`src/sv/trpa_pkg.sv`:
```
// Shared constants and types for the threshold rotating priority arbiter.
package trpa_pkg;

    parameter int NumInputsDef = 8;
    parameter int MaskW        = 8;
    parameter int GrantIdxW    = 3;
    parameter int CountW       = 17;
    parameter int ThreshW      = 16;
    parameter int ApbDataW     = 32;
    parameter int ApbAddrW     = 3;

    // Register index of the threshold register, taken from paddr above the byte offset.
    parameter logic RegThreshold = 1'b0;

    typedef struct packed {
        logic                 grant_valid;
        logic [GrantIdxW-1:0] grant_index;
        logic                 start_moved;
    } t_grant;

endpackage

```
`src/sv/trpa_ifs.sv`:
```
// Valid/ready channel interfaces for request masks and grant results.
interface trpa_req_if;
    logic                       valid;
    logic                       ready;
    logic [trpa_pkg::MaskW-1:0] request_mask;

    modport source (output valid, output request_mask, input ready);
    modport sink (input valid, input request_mask, output ready);
endinterface

interface trpa_grant_if;
    logic                           valid;
    logic                           ready;
    logic                           grant_valid;
    logic [trpa_pkg::GrantIdxW-1:0] grant_index;
    logic                           start_moved;

    modport source (output valid, output grant_valid, output grant_index,
                    output start_moved, input ready);
    modport sink (input valid, input grant_valid, input grant_index,
                  input start_moved, output ready);
endinterface

```
`src/sv/threshold_rotating_priority_arbiter_unit.sv`:
```
// Top level of the threshold rotating priority arbiter.
//
// Usage: each beat on the request channel carries an 8-bit request_mask, one
// bit per input that holds a packet. The block scans the inputs cyclically from
// its stored start index and returns one beat on the grant channel for every
// request beat: grant_valid, grant_index and start_moved. When the granted input
// is not the start input its service counter counts up; once the count exceeds
// the threshold register, that input becomes the start input and its counter
// clears. An all-zero mask gives a beat with every field zero and no state change.
// The request beat lands in the input register, and the arbitration result is
// then stored in the output register. Throughput is one beat per cycle while the
// receiver takes each beat, since the search and counter update lie between
// those two registers. When the receiver stalls, the result is held and the input
// register keeps taking a beat until it too is full, after which ready drops.
// Reset empties both pipeline registers and clears the start index, all service
// counters and the threshold. The user must write the threshold through the APB
// port only while the block is idle; the block itself does not enforce this.
module threshold_rotating_priority_arbiter_unit #(
    parameter int NUM_INPUTS = trpa_pkg::NumInputsDef
) (
    input  logic                          i_clk,
    input  logic                          i_rst_n,
    trpa_req_if.sink                      i_req,
    trpa_grant_if.source                  o_grant,
    input  logic                          psel,
    input  logic                          penable,
    input  logic                          pwrite,
    input  logic [trpa_pkg::ApbAddrW-1:0] paddr,
    input  logic [trpa_pkg::ApbDataW-1:0] pwdata,
    output logic [trpa_pkg::ApbDataW-1:0] prdata,
    output logic                          pready
);
    import trpa_pkg::*;

    localparam int NumLanes = (NUM_INPUTS < MaskW) ? NUM_INPUTS : MaskW;

    logic               r_in_valid;
    logic [MaskW-1:0]   r_in_mask;
    logic               r_out_valid;
    t_grant             r_out;
    t_grant             n_out;
    logic               w_adv;
    logic [ThreshW-1:0] w_threshold;

    trpa_apb_regs u_regs (
        .i_clk       (i_clk),
        .i_rst_n     (i_rst_n),
        .psel        (psel),
        .penable     (penable),
        .pwrite      (pwrite),
        .paddr       (paddr),
        .pwdata      (pwdata),
        .prdata      (prdata),
        .pready      (pready),
        .o_threshold (w_threshold)
    );

    // The arbitration result is computed from the input register; the state
    // update happens at the same edge that moves the result to the output.
    trpa_arb_core #(
        .NUM_INPUTS (NUM_INPUTS)
    ) u_core (
        .i_clk       (i_clk),
        .i_rst_n     (i_rst_n),
        .i_mask      (r_in_mask),
        .i_fire      (w_adv),
        .i_threshold (w_threshold),
        .o_grant     (n_out)
    );

    // The input stage moves forward whenever the output register is empty or
    // its beat is taken in this cycle.
    assign w_adv       = r_in_valid && (!r_out_valid || o_grant.ready);
    assign i_req.ready = !r_in_valid || w_adv;

    assign o_grant.valid       = r_out_valid;
    assign o_grant.grant_valid = r_out.grant_valid;
    assign o_grant.grant_index = r_out.grant_index;
    assign o_grant.start_moved = r_out.start_moved;

    always_ff @(posedge i_clk) begin
        if (!i_rst_n) begin
            r_in_valid  <= 1'b0;
            r_out_valid <= 1'b0;
        end else begin
            if (i_req.ready) begin
                r_in_valid <= i_req.valid;
            end
            if (w_adv) begin
                r_out_valid <= 1'b1;
            end else if (o_grant.ready) begin
                r_out_valid <= 1'b0;
            end
        end
    end

    always_ff @(posedge i_clk) begin
        if (i_req.valid && i_req.ready) begin
            r_in_mask <= i_req.request_mask;
        end
        if (w_adv) begin
            r_out <= n_out;
        end
    end

`ifndef NO_ASSERTIONS
    a_moved_needs_grant: assert property (@(posedge i_clk) disable iff (!i_rst_n)
        r_out_valid && r_out.start_moved |-> r_out.grant_valid)
        else $error("start_moved set on a beat without a grant");

    a_idle_fields_zero: assert property (@(posedge i_clk) disable iff (!i_rst_n)
        r_out_valid && !r_out.grant_valid |-> r_out.grant_index == '0)
        else $error("grant_index not zero on a beat without a grant");

    a_index_in_range: assert property (@(posedge i_clk) disable iff (!i_rst_n)
        r_out_valid && r_out.grant_valid |-> int'(r_out.grant_index) < NumLanes)
        else $error("grant_index beyond the requesting inputs");

    a_input_drains: assert property (@(posedge i_clk) disable iff (!i_rst_n)
        r_in_valid && !r_out_valid |=> r_out_valid)
        else $error("held request did not reach the output register");
`endif

endmodule

```
`src/sv/trpa_apb_regs.sv`:
```
// APB register file holding the service count threshold.
module trpa_apb_regs (
    input  logic                          i_clk,
    input  logic                          i_rst_n,
    input  logic                          psel,
    input  logic                          penable,
    input  logic                          pwrite,
    input  logic [trpa_pkg::ApbAddrW-1:0] paddr,
    input  logic [trpa_pkg::ApbDataW-1:0] pwdata,
    output logic [trpa_pkg::ApbDataW-1:0] prdata,
    output logic                          pready,
    output logic [trpa_pkg::ThreshW-1:0]  o_threshold
);
    import trpa_pkg::*;

    logic [ThreshW-1:0] r_threshold;
    logic               w_sel_thresh;

    // Bits below the top address bit are the byte offset within a word.
    assign w_sel_thresh = (paddr[ApbAddrW-1] == RegThreshold);
    assign pready       = 1'b1;
    assign o_threshold  = r_threshold;

    always_comb begin
        prdata = '0;
        if (w_sel_thresh) begin
            prdata = ApbDataW'(r_threshold);
        end
    end

    always_ff @(posedge i_clk) begin
        if (!i_rst_n) begin
            r_threshold <= '0;
        end else if (psel && penable && pwrite && pready && w_sel_thresh) begin
            r_threshold <= pwdata[ThreshW-1:0];
        end
    end

endmodule

```
`src/sv/trpa_arb_core.sv`:
```
// Rotating priority search with per-input service counters and start index.
module trpa_arb_core #(
    parameter int NUM_INPUTS = trpa_pkg::NumInputsDef
) (
    input  logic                         i_clk,
    input  logic                         i_rst_n,
    input  logic [trpa_pkg::MaskW-1:0]   i_mask,
    input  logic                         i_fire,
    input  logic [trpa_pkg::ThreshW-1:0] i_threshold,
    output trpa_pkg::t_grant             o_grant
);
    import trpa_pkg::*;

    // Only the mask bits can request, so inputs past the mask width never move.
    localparam int NumLanes = (NUM_INPUTS < MaskW) ? NUM_INPUTS : MaskW;
    localparam int IdxW     = $clog2(NumLanes);
    localparam int SumW     = IdxW + 1;

    logic [IdxW-1:0]   r_start;
    logic [CountW-1:0] r_count [NumLanes];

    logic [NumLanes-1:0] w_lanes;
    logic                w_found;
    logic [IdxW-1:0]     w_idx;
    logic [CountW-1:0]   w_inc;
    logic                w_other;
    logic                w_move;

    assign w_lanes = i_mask[NumLanes-1:0];

    // Offsets are checked from the farthest back to zero so the nearest ready
    // input at or after the start index wins.
    always_comb begin
        logic [SumW-1:0] v_sum;
        w_found = 1'b0;
        w_idx   = '0;
        for (int k = NumLanes - 1; k >= 0; k--) begin
            v_sum = SumW'(r_start) + SumW'(k);
            if (v_sum >= SumW'(NumLanes)) begin
                v_sum = v_sum - SumW'(NumLanes);
            end
            if (w_lanes[v_sum[IdxW-1:0]]) begin
                w_found = 1'b1;
                w_idx   = v_sum[IdxW-1:0];
            end
        end
    end

    assign w_inc   = r_count[w_idx] + CountW'(1);
    assign w_other = w_found && (w_idx != r_start);
    assign w_move  = w_other && (w_inc > CountW'(i_threshold));

    assign o_grant.grant_valid = w_found;
    assign o_grant.grant_index = GrantIdxW'(w_idx);
    assign o_grant.start_moved = w_move;

    always_ff @(posedge i_clk) begin
        if (!i_rst_n) begin
            r_start <= '0;
            for (int k = 0; k < NumLanes; k++) begin
                r_count[k] <= '0;
            end
        end else if (i_fire && w_other) begin
            if (w_move) begin
                r_start        <= w_idx;
                r_count[w_idx] <= '0;
            end else begin
                r_count[w_idx] <= w_inc;
            end
        end
    end

endmodule
```
`src/flat_wrapper.sv`:
```
// flat-port wrapper written by rule: the top's interface ports become plain ports
module threshold_rotating_priority_arbiter_unit_flat import trpa_pkg::*;
#(
    parameter int NUM_INPUTS = trpa_pkg::NumInputsDef
)
  (i_clk, i_rst_n, psel, penable, pwrite, paddr, pwdata, prdata, pready, i_req_valid, i_req_request_mask, i_req_ready, o_grant_valid, o_grant_grant_valid, o_grant_grant_index, o_grant_start_moved, o_grant_ready);
  trpa_req_if i_req_i ();
  trpa_grant_if o_grant_i ();
  input  logic i_clk;
  input  logic i_rst_n;
  input  logic psel;
  input  logic penable;
  input  logic pwrite;
  input  logic [trpa_pkg::ApbAddrW-1:0] paddr;
  input  logic [trpa_pkg::ApbDataW-1:0] pwdata;
  output logic [trpa_pkg::ApbDataW-1:0] prdata;
  output logic pready;
  input wire logic [$bits(i_req_i.valid)-1:0] i_req_valid;
  input wire logic [$bits(i_req_i.request_mask)-1:0] i_req_request_mask;
  output wire logic [$bits(i_req_i.ready)-1:0] i_req_ready;
  output wire logic [$bits(o_grant_i.valid)-1:0] o_grant_valid;
  output wire logic [$bits(o_grant_i.grant_valid)-1:0] o_grant_grant_valid;
  output wire logic [$bits(o_grant_i.grant_index)-1:0] o_grant_grant_index;
  output wire logic [$bits(o_grant_i.start_moved)-1:0] o_grant_start_moved;
  input wire logic [$bits(o_grant_i.ready)-1:0] o_grant_ready;
  assign i_req_i.valid = i_req_valid;
  assign i_req_i.request_mask = i_req_request_mask;
  assign i_req_ready = i_req_i.ready;
  assign o_grant_valid = o_grant_i.valid;
  assign o_grant_grant_valid = o_grant_i.grant_valid;
  assign o_grant_grant_index = o_grant_i.grant_index;
  assign o_grant_start_moved = o_grant_i.start_moved;
  assign o_grant_i.ready = o_grant_ready;
  threshold_rotating_priority_arbiter_unit #(.NUM_INPUTS(NUM_INPUTS)) u_core (.i_clk(i_clk), .i_rst_n(i_rst_n), .i_req(i_req_i), .o_grant(o_grant_i), .psel(psel), .penable(penable), .pwrite(pwrite), .paddr(paddr), .pwdata(pwdata), .prdata(prdata), .pready(pready));
endmodule
```
`config.mk`:
```
export PLATFORM = sky130hd
export DESIGN_NAME = threshold_rotating_priority_arbiter_unit_flat
export DESIGN_NICKNAME = d
export VERILOG_FILES = /design/src/sv/trpa_pkg.sv /design/src/sv/trpa_ifs.sv /design/src/sv/threshold_rotating_priority_arbiter_unit.sv /design/src/sv/trpa_apb_regs.sv /design/src/sv/trpa_arb_core.sv /design/src/flat_wrapper.sv
export SDC_FILE = /design/constraint.sdc
export NUM_CORES = 1
export LEC_CHECK = 0
export ABC_AREA = 1
export BUFFER_PORTS_ARGS = -buffer_cell sky130_fd_sc_hd__buf_4
export CORE_MARGIN = 5
export CORE_UTILIZATION = 54
export DETAILED_ROUTE_END_ITERATION = 7
export GPL_ROUTABILITY_DRIVEN = 0
export PLACE_DENSITY = 0.77
export SLEW_MARGIN = 40
export SYNTH_ARGS = -nofsm -noshare
export SYNTH_HDL_FRONTEND = slang
export SYNTH_SLANG_ARGS = --single-unit
```
`constraint.sdc`:
```
create_clock -name i_clk -period 8.6 [get_ports i_clk]
set_clock_uncertainty 0.2 [all_clocks]
set_input_delay 1.29 -clock i_clk [delete_from_list [all_inputs] [get_ports i_clk]]
set_output_delay 1.29 -clock i_clk [all_outputs]
set_load 0.01 [all_outputs]
```
==> impl_metrics.yaml, run 1 <==
outcome:
  status: "finished, final reports clean"
yosys:
  synth_ff_type: "edfxtp_1"
  yosysMostFrequentCell: "nand2_1"
  synth_seq_cells: 170
  synth_edf_count: 149
  synth_top_cell_area_share: 0.463
  synth_seq_area_share: 0.507
  synth.largest_area_cell: "edfxtp_1"
  ys_top_cells_by_count: "nand2_1 (350), edfxtp_1 (149), nor2_1 (147), inv_1 (108), nand3_1 (50)"
  ys_types: 41
  synth.avg_cell_area_um2: 8.36
  synthTopCellsByArea: "edfxtp_1 (46%), nand2_1 (14%), nor2_1 (5.7%)"
  synth_area_mm2: 0.00966
  ys_async_sr_fraction: 0
  synth_warnings: 0
  synthCells: 1156
routing:
  vias: 7652
  via_per_inst: 5.33
  drt_iter0_markers: 627
  drc: 0
  drt_pass1_iterations: 6
  routed_wl_um: 23600
  antenna_left: 0
  avgRoutedWirePerCell_um: 16.5
worst_hold_path:
  hold_end: "u_core.u_regs.o_threshold[0]$_SDFFE_PN0P_"
  hp-start: "u_core.u_regs.o_threshold[0]$_SDFFE_PN0P_"
  holdPathStages: 2
  hold_path.class: "reg -> reg"
clock_tree:
  clk_latency_ps: 430
  cts_buffer_depth: 2
  cts-root-buf: "clkbuf_16"
  clkTransAtPathRegs_ps: 70
  cts_setup_buffers: 0
  cts.sinks: 170
  ctsHoldBuffers: 0
  cts_buffers: 17
  cts_resized: 0
  h-tree-depth: 4
  cts_tree: "done"
sta:
  timing.hold.ws_ps: 286
  rsz0062_at_grt: "false"
  hold_viol_final: 0
  fin_crit_sh: 0.886
  finalMaxSlewViolations: 0
  setup_violations: 0
  slew_headroom: 0.467
  setup_tns_ps: 0
  worst_pin_slew_ps: 799
  fin_crit_ps: 7620
  max_freq_mhz: 131
setup_path:
  regToRegEndpoint: "u_core.u_core.r_count[0][10]$_SDFFCE_PN0P_"
  crit_path_frequent_cell: "nand2_1"
  endpoint_kind: "register"
  cp_data_arrival_time_ps: 7570
  required_ps: 8550
  slowest_delay_ps: 640
  reg2reg_from: "u_core.u_core.r_start[0]$_SDFFE_PN0P_"
  r2r_slack_ps: 980
  critPathLaunch: "u_core.u_core.r_start[0]$_SDFFE_PN0P_"
  crit_fanout: 49
  critPathSlowestCell: "dfxtp_1"
  reg2regPathDepth: 42
  cp-start-kind: "register"
  worstSetupPathType: "reg -> reg"
global_route:
  grt_usage: 0.235
  grt_first_pass_wirelength_um: 37300
  grt_max_degree: 50
  overflow: 0
  antenna_found_initial: 0
  grt_pass1_vias: 7261
floorplanning:
  core.rowCount: 49
  start_util: 0.543
  core_area_mm2: 0.0178
  die_area_mm2: 0.0207
  die_height_um: 144
  pin_count: 90
  die_w_um: 144
power_and_ir_drop:
  static-leakage-power_nw: 4.63
  max-vdd-ir-drop_mv: 0.407
  power_density_mw_per_mm2: 411
final_layout:
  n_antenna_cell: 0
  final_util: 0.605
  fillers: 1522
  areaGrowthSynthToFinish_pct: 11.3
  nets: 1263
  drive_above_1_share: 0.138
flow_run:
  drv_cap: 0
place:
  io_buffers: 54
  dp_hpwl_um: 15300
[area by class of cell]
type / count / area, um^2 / share of cell area
Sequential cell: 170 / 4890 / 0.455
Multi-Input combinational cell: 823 / 3990 / 0.371
Timing Repair Buffer: 65 / 488 / 0.0454
Clock buffer: 22 / 464 / 0.0432
Inverter: 117 / 439 / 0.0408
Tap cell: 229 / 287 / 0.0266
Clock inverter: 10 / 188 / 0.0175
[state kept, by name (all words and copies together), names as in the netlist, 3 cells and up]
signal / cells
u_core.u_regs.o_threshold: 16
u_core.u_core.r_count: 136
u_core.o_grant.grant_index: 3
u_core.u_core.r_start: 3
u_core.r_in_mask: 8
[power by group]
| group | switching (mW) | total [mW] | internal, mW |
|---|---|---|---|
| Sequential | 0.0256 | 0.999 | 0.974 |
| Combinational | 1.80 | 2.57 | 0.771 |
| Clock | 0.316 | 0.849 | 0.533 |
[through the flow]
step	power, mW	std cells	area [um^2]	worst slack (ps)
finish	4.42	1436	10800	982
global route	4.75	1436	10800	436
CTS	4.40	1436	10700	1080
detailed placement	3.54	1404	10100	1110
global placement	3.47	1404	10100	1280
floorplan	2.97	1179	9750	2870
[per-layer routing]
layer	vias up	GRT usage	part of all wire
met2	311	0.403	0.49
met4	0	0.0976	0.027
met5	-	0	0
met3	46	0.0389	0.079
met1	3528	0.296	0.40
li1	3767	-	-
[cell usage in the layout (no fill, tap or decap), types with 17 or more instances in the layout]
master     Yosys  routed
conb_1         2      25
nor2_2        29      29
nand3_1       50      50
inv_1        108     108
nor2_1       147     147
nand2_2        9      17
clkbuf_16      0      17
ha_1          19      19
nand2_1      350     342
dfxtp_1       21      21
edfxtp_1     149     149
o21ai_0       31      31
a21oi_1       34      34
nor3_1        30      30
buf_4         24      65
nand3b_1      44      44
[critical path, delay by kind of cell, from the launching register on]
family	cells	cell delay [ps]
xor+xnor	1	170
compound gates	6	940
buf+inv	8	1480
simple gates	24	2920
fa+ha+maj	3	970
flops	1	640
[kinds of logic (layout without fill, tap and decap cells)]
logic type | count (synthesis) | after routing | synth area share
simple gates | 681 | 681 | 0.317
buf+inv | 186 | 214 | 0.0909
flops | 170 | 170 | 0.507
compound gates | 83 | 83 | 0.0466
fa+ha+maj | 19 | 19 | 0.0246
xor+xnor | 15 | 15 | 0.0136
other cells | 2 | 25 | 0.000777
[worst max path at each step]
stage                                                            end  slack, ps  cells past startpoint
after floorplan            u_core.u_core.r_count[4][4]$_SDFFCE_PN0P_       2870                     44
after global placement    u_core.u_core.r_count[3][13]$_SDFFCE_PN0P_       1280                     42
after global routing       u_core.u_core.r_count[3][8]$_SDFFCE_PN0P_        440                     42
after CTS                 u_core.u_core.r_count[0][10]$_SDFFCE_PN0P_       1080                     42
final                     u_core.u_core.r_count[0][10]$_SDFFCE_PN0P_        980                     42
after detailed placement  u_core.u_core.r_count[0][10]$_SDFFCE_PN0P_       1110                     42
(Power assumes the default switching activity.)
==> run 2, diff against run 1 <==
- CORE_ASPECT_RATIO: not set -> 1.75
==> run 2 against run 1 <==
Effect of this change: clock power is 4.1% lower; sequential power hardly changed; sequential cell count is the same; core utilization increased by 0.72 points; fmax up 0.88%; non-clock buffer count increased by 3; total power increased by 0.16%; register-to-register slack better by 70 ps; critical path type unchanged.
==> impl_metrics.yaml, run 2 (same netlist as run 1, synthesis figures left out) <==
outcome:
  status: "finished, final reports clean"
final_layout:
  final_cell_mix: "nand2_1 (350), edfxtp_1 (149), nor2_1 (147), inv_1 (108), buf_4 (68)"
  n_antenna_cell: 0
  regArea_mm2: 0.00489
  fin_cells: 1441
  final_common_cell: "nand2_1"
  largest_register: "u_core.u_core.r_count"
  areaGrowthSynthToFinish_pct: 11.1
  fillers: 1442
  drive_above_1_share: 0.136
  nets: 1266
  largest_reg_flops: 136
  multi_input_area_mm2: 0.00397
flow_run:
  drv_cap: 0
global_route:
  grt_usage: 0.218
  overflow: 0
  antenna_found_initial: 0
  grt_first_pass_wirelength_um: 36000
  grt_max_degree: 56
  grt_pass1_vias: 7478
sta:
  hold_viol_final: 0
  max_freq_mhz: 132
  setup_tns_ps: 0
  finalMaxSlewViolations: 0
  rsz0062_at_grt: "false"
  setup_violations: 0
  fin_crit_ps: 7550
  worst_slack_ps: 1050
  timing.hold.ws_ps: 287
  slew_headroom: 0.425
  fin_crit_sh: 0.878
  worst_pin_slew_ps: 860
place:
  place_inst: 1409
  dp_hpwl_um: 15700
  place_ws_ps: 1190
  io_buffers: 54
clock_tree:
  cts.sinks: 170
  cts_buffers: 17
  cts_resized: 0
  cts-root-buf: "clkbuf_16"
  h-tree-depth: 4
  cts_tree: "done"
  cts_setup_buffers: 0
  ctsHoldBuffers: 0
  clk_latency_ps: 440
  clkTransAtPathRegs_ps: 70
  cts_buffer_depth: 2
worst_hold_path:
  hold_path.class: "reg -> reg"
  hp-start: "u_core.u_regs.o_threshold[13]$_SDFFE_PN0P_"
floorplanning:
  pin_count: 90
  die_height_um: 187
  die_w_um: 111
  start_util: 0.551
  die_area_mm2: 0.0208
  core.rowCount: 64
  core_area_mm2: 0.0175
setup_path:
  reg2regPathDepth: 43
  regToRegEndpoint: "u_core.u_core.r_count[5][0]$_SDFFCE_PN0P_"
  r2r_slack_ps: 1050
  critPathBufInv: 9
  worstSetupPathType: "reg -> reg"
  cp_data_arrival_time_ps: 7500
  endpoint_kind: "register"
  required_ps: 8550
  critPathSlowestCell: "dfxtp_1"
  critPathLaunch: "u_core.u_core.r_start[0]$_SDFFE_PN0P_"
  slowest_delay_ps: 640
  crit_end: "u_core.u_core.r_count[5][0]$_SDFFCE_PN0P_"
  cp-start-kind: "register"
  crit_path_frequent_cell: "nand2_1"
  critical_path_depth: 43
  crit_fanout: 18
  reg2reg_from: "u_core.u_core.r_start[0]$_SDFFE_PN0P_"
  cp_top_family: "simple AND/OR/NAND/NOR gates"
routing:
  vias: 7718
  routed_wl_um: 22700
  avgRoutedWirePerCell_um: 15.8
  antenna_left: 0
  drc: 0
  via_per_inst: 5.36
  drt_pass1_iterations: 7
  drt_iter0_markers: 547
power_and_ir_drop:
  max-vdd-ir-drop_mv: 0.320
  p_total_mw: 4.43
  power_density_mw_per_mm2: 413
  static-leakage-power_nw: 4.63
==> run 2: layout make-up <==
type                       instances  share of cell area
sequential                       170               0.456
multi-input combinational        823               0.370
timing repair buffer              68              0.0476
inverter                         117              0.0409
clock buffer                      18              0.0400
tap                              231              0.0269
clock inverter                    14              0.0184
==> run 2: metrics by stage <==
step            util  instance area [um^2]
2_1_floorplan      -                  9750
3_3_place_gp   0.576                 10100
3_5_place_dp   0.576                 10100
4_1_cts        0.612                 10700
5_1_grt        0.612                 10700
6_report       0.612                 10700
==> run 2: routing by layer <==
| layer | GRT usage | vias to the layer above | share of wire |
|---|---|---|---|
| met5 | 0 | - | 0 |
| met4 | 0.111 | 0 | 0.044 |
| met3 | 0.0337 | 64 | 0.050 |
| met2 | 0.420 | 273 | 0.55 |
| met1 | 0.222 | 3603 | 0.36 |
| li1 | - | 3778 | - |
==> run 2: worst min-delay path: stages (launching register included) <==
cell     delay, ps
dfxtp_1        300
inv_1           80
a21oi_1         60
==> run 2: where the power goes <==
group | switching, mW | internal (mW)
Sequential | 0.0254 | 0.974
Clock | 0.327 | 0.487
Combinational | 1.84 | 0.778
==> run 2: worst min path at each step <==
| stage | to | slack [ps] | depth (start not counted) |
|---|---|---|---|
| final | u_core.u_regs.o_threshold[13]$_SDFFE_PN0P_ | 290 | 2 |
| after global placement | u_core.o_grant.valid$_SDFFE_PN0P_ | 260 | 2 |
| after detailed placement | u_core.u_regs.o_threshold[13]$_SDFFE_PN0P_ | 280 | 2 |
| after global routing | u_core.u_regs.o_threshold[5]$_SDFFE_PN0P_ | 300 | 2 |
| after floorplan | u_core.u_regs.o_threshold[0]$_SDFFE_PN0P_ | 250 | 2 |
| after CTS | u_core.u_regs.o_threshold[13]$_SDFFE_PN0P_ | 290 | 2 |
